## config.mk

```make
export PLATFORM = sky130hd
export DESIGN_NAME = timed_event_queue
export DESIGN_NICKNAME = d
export VERILOG_FILES = /design/src/rtl/tequ_pkg.sv /design/src/rtl/timed_event_queue.sv /design/src/rtl/tequ_front.sv /design/src/rtl/tequ_back.sv
export SDC_FILE = /design/constraint.sdc
export NUM_CORES = 2
export LEC_CHECK = 0
export BUFFER_PORTS_ARGS = -buffer_cell sky130_fd_sc_hd__buf_2
export CORE_UTILIZATION = 50
export CTS_CLUSTER_DIAMETER = 50
export DETAILED_ROUTE_END_ITERATION = 10
export GPL_TIMING_DRIVEN = 0
export PLACE_DENSITY = 0.65
export RECOVER_POWER = 100
export SETUP_SLACK_MARGIN = 0.2
export SLEW_MARGIN = 20
export SYNTH_ARGS = -nofsm -noshare
export SYNTH_HDL_FRONTEND = slang
export SYNTH_SLANG_ARGS = --single-unit
```

## constraint.sdc

```tcl
create_clock -name clk -period 10.29 [get_ports clk]
set_input_delay 1.5435 -clock clk [delete_from_list [all_inputs] [get_ports clk]]
set_output_delay 1.5435 -clock clk [all_outputs]
set_load 0.01 [all_outputs]
```

## src/rtl/tequ_pkg.sv

```systemverilog
// Shared types and constants for the timed event queue
`timescale 1ns / 1ps
package tequ_pkg;
  localparam int POOL_SIZE_DEF = 32;
  localparam int OUT_LIMIT = 32;
  localparam int EMIT_W = $clog2(OUT_LIMIT + 1);

  localparam logic [1:0] ST_DONE = 2'd0;
  localparam logic [1:0] ST_FULL = 2'd1;
  localparam logic [1:0] ST_NONE = 2'd2;
  localparam logic [1:0] ST_EMIT = 2'd3;

  typedef enum logic [1:0] {
    OP_SCHED      = 2'd0,
    OP_CANCEL     = 2'd1,
    OP_SERV_NORM  = 2'd2,
    OP_SERV_IFACE = 2'd3
  } op_e;

  typedef struct packed {
    op_e         op;
    logic [31:0] now;
    logic [31:0] due;
    logic [7:0]  sender;
    logic [7:0]  kind;
    logic        iface;
    logic        anyk;
    logic [31:0] payload;
  } cmd_t;
endpackage

```

## src/rtl/timed_event_queue.sv

```systemverilog
// Top level of the timed event queue
// channel | handshake         | beat
// in_     | start / busy      | one command, taken when start && !busy
// out_    | out_valid strobe  | one result per strobe, no back-pressure
// A command waits in a two-beat queue, then the pool engine works it.
// Schedule reads from the tail toward the head.
// A schedule into a full pool reads no entry and returns status full.
// Cancel and service sweep all live entries.
// The single-port pool memory (one read, one write a cycle) sets the pace of these sweeps.
// Reset empties the pool at once; busy is high only while the command queue is full.
`timescale 1ns / 1ps
module timed_event_queue #(
  parameter int POOL_SIZE = tequ_pkg::POOL_SIZE_DEF
) (
  input  logic        clk,
  input  logic        rst_n,
  input  logic        start,
  output logic        busy,
  input  logic [1:0]  in_action,
  input  logic [31:0] in_now_time,
  input  logic [31:0] in_delay,
  input  logic [7:0]  in_sender_id,
  input  logic [7:0]  in_event_kind,
  input  logic        in_to_interface_queue,
  input  logic        in_any_kind,
  input  logic [31:0] in_payload,
  output logic        out_valid,
  output logic [1:0]  out_status,
  output logic [7:0]  out_sender,
  output logic [7:0]  out_kind,
  output logic [31:0] out_payload,
  output logic [31:0] out_due,
  output logic [5:0]  out_removed_count,
  output logic        out_last
);
  logic           cmd_valid, cmd_ready;
  tequ_pkg::cmd_t cmd;

  tequ_front u_front (
    .clk, .rst_n, .start, .busy,
    .in_action, .in_now_time, .in_delay, .in_sender_id, .in_event_kind,
    .in_to_interface_queue, .in_any_kind, .in_payload,
    .cmd_valid, .cmd_ready, .cmd
  );

  tequ_back #(.POOL_SIZE(POOL_SIZE)) u_back (
    .clk, .rst_n, .cmd_valid, .cmd_ready, .cmd,
    .out_valid, .out_status, .out_sender, .out_kind, .out_payload,
    .out_due, .out_removed_count, .out_last
  );
endmodule

```

## src/rtl/tequ_front.sv

```systemverilog
// Command front end: decode, due-time add and a two-beat command queue
`timescale 1ns / 1ps
module tequ_front (
  input  logic              clk,
  input  logic              rst_n,
  input  logic              start,
  output logic              busy,
  input  logic [1:0]        in_action,
  input  logic [31:0]       in_now_time,
  input  logic [31:0]       in_delay,
  input  logic [7:0]        in_sender_id,
  input  logic [7:0]        in_event_kind,
  input  logic              in_to_interface_queue,
  input  logic              in_any_kind,
  input  logic [31:0]       in_payload,
  output logic              cmd_valid,
  input  logic              cmd_ready,
  output tequ_pkg::cmd_t    cmd
);
  tequ_pkg::cmd_t q_r [2];
  logic           wp_r, rp_r;
  logic [1:0]     cnt_r;
  logic [32:0]    sum;
  tequ_pkg::cmd_t c_in;
  logic           push, pop;

  always_comb begin
    sum = {1'b0, in_now_time} + {1'b0, in_delay};
    c_in.op = tequ_pkg::op_e'(in_action);
    c_in.now = in_now_time;
    c_in.due = sum[32] ? 32'hFFFF_FFFF : sum[31:0];
    c_in.sender = in_sender_id;
    c_in.kind = in_event_kind;
    c_in.iface = in_to_interface_queue;
    c_in.anyk = in_any_kind;
    c_in.payload = in_payload;
  end

  assign busy = (cnt_r == 2'd2);
  assign push = start && !busy;
  assign cmd_valid = (cnt_r != 2'd0);
  assign pop = cmd_valid && cmd_ready;
  assign cmd = q_r[rp_r];

  always_ff @(posedge clk) begin
    if (push) begin
      q_r[wp_r] <= c_in;
    end
  end

  always_ff @(posedge clk) begin
    if (!rst_n) begin
      wp_r <= 1'b0;
      rp_r <= 1'b0;
      cnt_r <= 2'd0;
    end else begin
      if (push) wp_r <= !wp_r;
      if (pop) rp_r <= !rp_r;
      cnt_r <= cnt_r + 2'(push) - 2'(pop);
    end
  end
endmodule

```

## src/rtl/tequ_back.sv

```systemverilog
// Pool engine: sorted insert, cancel compaction and due-entry service
`timescale 1ns / 1ps
module tequ_back #(
  parameter int POOL_SIZE = tequ_pkg::POOL_SIZE_DEF
) (
  input  logic              clk,
  input  logic              rst_n,
  input  logic              cmd_valid,
  output logic              cmd_ready,
  input  tequ_pkg::cmd_t    cmd,
  output logic              out_valid,
  output logic [1:0]        out_status,
  output logic [7:0]        out_sender,
  output logic [7:0]        out_kind,
  output logic [31:0]       out_payload,
  output logic [31:0]       out_due,
  output logic [5:0]        out_removed_count,
  output logic              out_last
);
  localparam int IDX_W = $clog2(POOL_SIZE);
  localparam int CNT_W = $clog2(POOL_SIZE + 1);
  localparam int EW = tequ_pkg::EMIT_W;

  typedef struct packed {
    logic [31:0] due;
    logic [7:0]  sender;
    logic [7:0]  kind;
    logic [31:0] payload;
    logic        iface;
  } entry_t;

  typedef enum logic [2:0] {S_IDLE, S_RD, S_PROC, S_WNEW, S_FIN} state_e;

  entry_t         mem [POOL_SIZE];
  entry_t         rd_r;
  state_e         state_r;
  tequ_pkg::cmd_t cmd_r;
  logic [CNT_W-1:0] cnt_r, i_r, w_r, rem_r;
  logic [EW-1:0]  emit_r;
  logic           stop_r, pend_v_r, full_r;
  entry_t         pend_r;

  logic           out_valid_r, out_last_r;
  logic [1:0]     out_status_r;
  logic [7:0]     out_sender_r, out_kind_r;
  logic [31:0]    out_payload_r, out_due_r;
  logic [5:0]     out_rem_r;

  entry_t         new_ent;
  logic           wr_en, gt, hit, want, match, take, at_end;
  logic [IDX_W-1:0] wr_addr;
  entry_t         wr_data;
  logic [CNT_W-1:0] i_inc;

  always_comb begin
    new_ent.due = cmd_r.due;
    new_ent.sender = cmd_r.sender;
    new_ent.kind = cmd_r.kind;
    new_ent.payload = cmd_r.payload;
    new_ent.iface = cmd_r.iface;
    i_inc = i_r + CNT_W'(1);
    at_end = (i_inc == cnt_r);
    gt = rd_r.due > cmd_r.due;
    hit = !rd_r.iface && (rd_r.sender == cmd_r.sender) &&
          (cmd_r.anyk || (rd_r.kind == cmd_r.kind));
    want = (cmd_r.op == tequ_pkg::OP_SERV_IFACE);
    match = !stop_r && (rd_r.iface == want);
    take = match && (rd_r.due <= cmd_r.now) && (emit_r < EW'(tequ_pkg::OUT_LIMIT));
    wr_en = 1'b0;
    wr_addr = w_r[IDX_W-1:0];
    wr_data = rd_r;
    if (state_r == S_WNEW) begin
      wr_en = 1'b1;
      wr_data = new_ent;
    end else if (state_r == S_PROC) begin
      unique case (cmd_r.op)
        tequ_pkg::OP_SCHED: begin
          wr_en = 1'b1;
          wr_addr = i_inc[IDX_W-1:0];
          wr_data = gt ? rd_r : new_ent;
        end
        tequ_pkg::OP_CANCEL: wr_en = !hit;
        default: wr_en = !take;
      endcase
    end
  end

  always_ff @(posedge clk) begin
    if (wr_en) mem[wr_addr] <= wr_data;
    if (state_r == S_RD) rd_r <= mem[i_r[IDX_W-1:0]];
  end

  assign cmd_ready = (state_r == S_IDLE);

  always_ff @(posedge clk) begin
    if (!rst_n) begin
      state_r <= S_IDLE;
      cnt_r <= '0;
      out_valid_r <= 1'b0;
      pend_v_r <= 1'b0;
    end else begin
      unique case (state_r)
        S_IDLE: begin
          out_valid_r <= 1'b0;
          if (cmd_valid) begin
            cmd_r <= cmd;
            i_r <= (cmd.op == tequ_pkg::OP_SCHED) ? cnt_r - CNT_W'(1) : '0;
            w_r <= '0;
            rem_r <= '0;
            emit_r <= '0;
            stop_r <= 1'b0;
            pend_v_r <= 1'b0;
            full_r <= (cmd.op == tequ_pkg::OP_SCHED) && (cnt_r == CNT_W'(POOL_SIZE));
            if (cmd.op == tequ_pkg::OP_SCHED) begin
              if (cnt_r == CNT_W'(POOL_SIZE)) begin
                state_r <= S_FIN;
              end else if (cnt_r == '0) begin
                state_r <= S_WNEW;
              end else begin
                state_r <= S_RD;
              end
            end else begin
              state_r <= (cnt_r == '0) ? S_FIN : S_RD;
            end
          end
        end
        S_RD: begin
          out_valid_r <= 1'b0;
          state_r <= S_PROC;
        end
        S_PROC: begin
          out_valid_r <= (cmd_r.op == tequ_pkg::OP_SERV_NORM ||
                          cmd_r.op == tequ_pkg::OP_SERV_IFACE) && take && pend_v_r;
          unique case (cmd_r.op)
            tequ_pkg::OP_SCHED: begin
              if (gt) begin
                if (i_r == '0) begin
                  w_r <= '0;
                  state_r <= S_WNEW;
                end else begin
                  i_r <= i_r - CNT_W'(1);
                  state_r <= S_RD;
                end
              end else begin
                cnt_r <= cnt_r + CNT_W'(1);
                state_r <= S_FIN;
              end
            end
            tequ_pkg::OP_CANCEL: begin
              if (hit) rem_r <= rem_r + CNT_W'(1);
              else w_r <= w_r + CNT_W'(1);
              i_r <= i_inc;
              if (at_end) begin
                cnt_r <= hit ? w_r : w_r + CNT_W'(1);
                state_r <= S_FIN;
              end else begin
                state_r <= S_RD;
              end
            end
            default: begin
              if (match && !take) stop_r <= 1'b1;
              if (take) begin
                if (pend_v_r) begin
                  out_status_r <= tequ_pkg::ST_EMIT;
                  out_sender_r <= pend_r.sender;
                  out_kind_r <= pend_r.kind;
                  out_payload_r <= pend_r.payload;
                  out_due_r <= pend_r.due;
                  out_rem_r <= '0;
                  out_last_r <= 1'b0;
                end
                pend_r <= rd_r;
                pend_v_r <= 1'b1;
                emit_r <= emit_r + EW'(1);
              end else begin
                w_r <= w_r + CNT_W'(1);
              end
              i_r <= i_inc;
              if (at_end) begin
                cnt_r <= take ? w_r : w_r + CNT_W'(1);
                state_r <= S_FIN;
              end else begin
                state_r <= S_RD;
              end
            end
          endcase
        end
        S_WNEW: begin
          out_valid_r <= 1'b0;
          cnt_r <= cnt_r + CNT_W'(1);
          state_r <= S_FIN;
        end
        S_FIN: begin
          out_valid_r <= 1'b1;
          out_last_r <= 1'b1;
          unique case (cmd_r.op)
            tequ_pkg::OP_SCHED: begin
              out_status_r <= full_r ? tequ_pkg::ST_FULL : tequ_pkg::ST_DONE;
              out_sender_r <= '0;
              out_kind_r <= '0;
              out_payload_r <= '0;
              out_due_r <= cmd_r.due;
              out_rem_r <= '0;
            end
            tequ_pkg::OP_CANCEL: begin
              out_status_r <= tequ_pkg::ST_DONE;
              out_sender_r <= '0;
              out_kind_r <= '0;
              out_payload_r <= '0;
              out_due_r <= '0;
              out_rem_r <= (32'(rem_r) > 32'd63) ? 6'd63 : 6'(rem_r);
            end
            default: begin
              out_status_r <= pend_v_r ? tequ_pkg::ST_EMIT : tequ_pkg::ST_NONE;
              out_sender_r <= pend_v_r ? pend_r.sender : '0;
              out_kind_r <= pend_v_r ? pend_r.kind : '0;
              out_payload_r <= pend_v_r ? pend_r.payload : '0;
              out_due_r <= pend_v_r ? pend_r.due : '0;
              out_rem_r <= '0;
            end
          endcase
          pend_v_r <= 1'b0;
          state_r <= S_IDLE;
        end
        default: begin
          out_valid_r <= 1'b0;
          state_r <= S_IDLE;
        end
      endcase
    end
  end

  assign out_valid = out_valid_r;
  assign out_status = out_status_r;
  assign out_sender = out_sender_r;
  assign out_kind = out_kind_r;
  assign out_payload = out_payload_r;
  assign out_due = out_due_r;
  assign out_removed_count = out_rem_r;
  assign out_last = out_last_r;
endmodule

```

==> impl_metrics.toml <==
[status]
status = "complete, but fails checks"
violations = "design-rule violations, max-capacitance violations, max-slew violations"

[floorplan]
start_util = 0.5033
die_area_sq_mm = 0.2526
core.rowCount = 183
die_h_microns = 502.6
core-area_sq_mm = 0.2489
io_pins = 210
die_w_microns = 502.6

[power_and_ir_drop]
power_density_mw_per_mm2 = 250.3
p_leak_nw = 45.81
switchingPower_w = 0.009947
clkPwrFrac = 0.353
pwr-share-comb = 0.203
p_sw_frac = 0.2752
pwr-share-seq = 0.443
peakVddDrop_mv = 0.1972
p_int_w = 0.02620
p_total_w = 0.03614

[global_route]
grt_max_degree = 39
grt_pass1_vias = 63010
grt.busiest_layer = "met2"
grt_pass1_wl_mm = 471.5
met3_usage = 0.05184
antenna_found_initial = 20
grt_usage = 0.2684
overflow = 0
gr-usage-met1 = 0.3783
use_met2 = 0.4297

[yosys]
avgSynthCellArea_sq_um = 22.64
syn-cell-area_sq_mm = 0.1253
synth-edff-count = 3216
synth.distinct_cells = 69
ys_async_sr_fraction = 0
netlist_instances = 5534
syn_nets = 5759
ys_seq_elements = 3232
ys.flop_type = "edfxtp_1"
ys_seq_area_frac = 0.7734
synth-warning-count = 0

[job]
maxCapViolCount = 79

[worst_setup_path]
crit_path_max_incr_delay_ns = 1.15
crit_chain = "ha_1, nand4_1, nor4_1, nor3b_1, o211ai_1, a41o_1, o21ai_0, o21ai_0, nor2_1, clkbuf_1, clkbuf_1, clkbuf_1"
r2r_cells = 12
cp_data_required_time_ns = 10.83
crit_type = "reg2reg"
critPathSlowestCell = "nor2_1"
worstPathArrival_ns = 8.94
r2r_setup_slack_ns = 1.89
cp_common_cell = "clkbuf_1"
r2r-start = "u_back.rd_r[80]$_DFFE_PP_"
end_kind = "flip-flop"
startpoint_type = "flip-flop"
crit_buf_inv = 3
worst_r2r_endpoint = "u_back.mem[16][18]$_DFFE_PP_"
critical_path_peak_fanout = 15
crit_family = "buffers and inverters"

[clock_network]
path_clk_slew_ns = 0.06
cts_hold_buf = 0
numCtsBuffers = 365
post_cts_buffers = 0
clock-sinks = 3232
cts_buffer_depth = 4
postCtsResizedCells = 0
cts.htree.levels = 5
cts_tree = "yes"
clock_latency_ns = 0.97
root_buffer = "clkbuf_16"

[placement]
place_hpwl_mm = 223.5
port-buffer-count = 209
dp_cells = 9345
place.gp.congestion = 0.8260
postPlaceCellArea_sq_mm = 0.1367

[route]
avgViaCountPerCell = 6.248
wirelength_mm = 336.4
drcViolationCount = 4
drtAntennaViolNets = 0
routedWlPerCell_microns = 33.63
drtIter0Drc = 8524
vias = 62490
drtPass1Iterations = 9

[timing]
maxSlewViolCount = 1309
period_minus_slack_ns = 8.402
hold_violations = 0
grt_setup_unrepaired = "no"
setup_viol = 0
skew_ns = 0.06891
worstMarginPinSlew_ns = 3.788
fin_tns_setup_ns = 0
final.period_utilization = 0.8165
maxSlewHeadroom = -1.552
timing.fmax_mhz = 119.0

[finish]
syn_to_final_growth_pct = 15.26
fin_util = 0.5802
final_layout_size_suffix_gt1_frac = 0.2561
nets = 6607
final_cells = 10000
final_common_cell = "edfxtp_1"
final_area_sq_mm = 0.1444
final_cell_mix = "edfxtp_1 (3216), mux4_2 (810), clkbuf_1 (535), clkbuf_16 (371)"

[hold_path]
hp-start = "u_back.rd_r[4]$_DFFE_PP_"
min_to = "u_back.pend_r[4]$_DFFE_PP_"
min_path_type = "reg2reg"
hold_depth = 0
[how the worst max path moves through the flow]
stage,start,end,slack (ns),depth (start not counted)
5_1_grt,u_back.rd_r[80]$_DFFE_PP_,u_back.mem[7][35]$_DFFE_PP_,1.93,15
6_report,u_back.rd_r[80]$_DFFE_PP_,u_back.mem[16][18]$_DFFE_PP_,1.89,12
2_1_floorplan,start,u_front.q_r[0][0]$_DFFE_PP_,3.24,2
3_3_place_gp,u_back.state_r[2]$_SDFFE_PN0N_,u_back.rd_r[31]$_DFFE_PP_,-5.89,2
4_1_cts,u_back.rd_r[80]$_DFFE_PP_,u_back.mem[23][51]$_DFFE_PP_,3.95,15
3_5_place_dp,u_back.rd_r[80]$_DFFE_PP_,u_back.mem[23][46]$_DFFE_PP_,4.02,15
[per-stage QoR]
stage                     hold slack, ns  setup WS [ns]
after global routing              0.4599          1.925
after detailed placement          0.4326          4.020
after global placement            0.4283         -5.894
after CTS                         0.4447          3.953
after floorplan                   0.4204          3.245
final                             0.4463          1.888
[final cells by class]
class / count / area (sq um)
fillers: 17980 / 104500
flip-flops and latches: 3232 / 96890
multi-input cells: 1954 / 27000
clock buffers: 415 / 9449
well taps: 3330 / 4167
repair buffers: 481 / 3126
clock inverters: 235 / 2303
plain buffers: 259 / 1109
inverters: 89 / 334.1
diodes: 7 / 17.52
[cells in the mapped netlist, types with 11 or more instances]
| master | number | area share |
|---|---|---|
| nand2b_1 | 13 | 0.00065 |
| a21o_1 | 23 | 0.0014 |
| buf_1 | 74 | 0.0022 |
| mux2_2 | 248 | 0.022 |
| nand2_1 | 134 | 0.0040 |
| inv_1 | 89 | 0.0027 |
| and2_1 | 65 | 0.0032 |
| a22o_1 | 32 | 0.0022 |
| nor4_1 | 12 | 0.00060 |
| nor2b_1 | 11 | 0.00055 |
| clkbuf_1 | 162 | 0.0049 |
| buf_2 | 14 | 0.00056 |
| a21oi_1 | 64 | 0.0026 |
| o21ai_0 | 71 | 0.0028 |
| nand3_1 | 31 | 0.0012 |
| xnor2_1 | 39 | 0.0027 |
| nor2_1 | 93 | 0.0028 |
| nor3_1 | 16 | 0.00064 |
| ha_1 | 105 | 0.010 |
| and3_1 | 16 | 0.00080 |
| mux4_2 | 810 | 0.15 |
| dfxtp_1 | 16 | 0.0026 |
| xor2_1 | 40 | 0.0028 |
| edfxtp_1 | 3216 | 0.77 |
| nand4_1 | 17 | 0.00085 |
[power by group through the flow]
| stage | Sequential [W] | Clock [W] | Combinational (W) |
|---|---|---|---|
| 2_1_floorplan | 0.0163 | 0 | 0.00460 |
| 3_3_place_gp | 0.0165 | 0 | 0.00717 |
| 3_5_place_dp | 0.0162 | 0 | 0.00764 |
| 4_1_cts | 0.0160 | 0.0129 | 0.00770 |
| 5_1_grt | 0.0161 | 0.0134 | 0.00775 |
| 6_report | 0.0160 | 0.0128 | 0.00734 |
[logic make-up after synthesis]
group                    synth area share
flip-flops                         0.7734
XOR/XNOR                         0.005523
multiplexers                       0.1681
buffers and inverters             0.01096
AO/OA/AOI/OAI                     0.01499
AND/OR/NAND/NOR                   0.01635
adder cells (fa/ha/maj)           0.01065
[registers in the layout, summed over array words and instances (netlist names), 2 cells and up, named ones only]
signal,flops
u_back.mem,2592
u_front.q_r,232
u_back.cmd_r,116
u_back.rd_r,81
u_back.pend_r,80
u_back.out_due,32
u_back.out_payload,32
u_back.out_kind,8
u_back.out_sender,8
u_back.cnt_r,6
u_back.emit_r,6
u_back.i_r,6
u_back.out_removed_count,6
u_back.rem_r,6
u_back.w_r,6
u_back.state_r,3
u_back.out_status,2
u_front.cnt_r,2
[routing by layer]
layer / share of wire / vias to the layer above
li1: - / 25020
met1: 0.39 / 33400
met2: 0.48 / 3463
met3: 0.098 / 593
met4: 0.029 / 8
met5: 0.00011 / -
(Power assumes the default switching activity.)
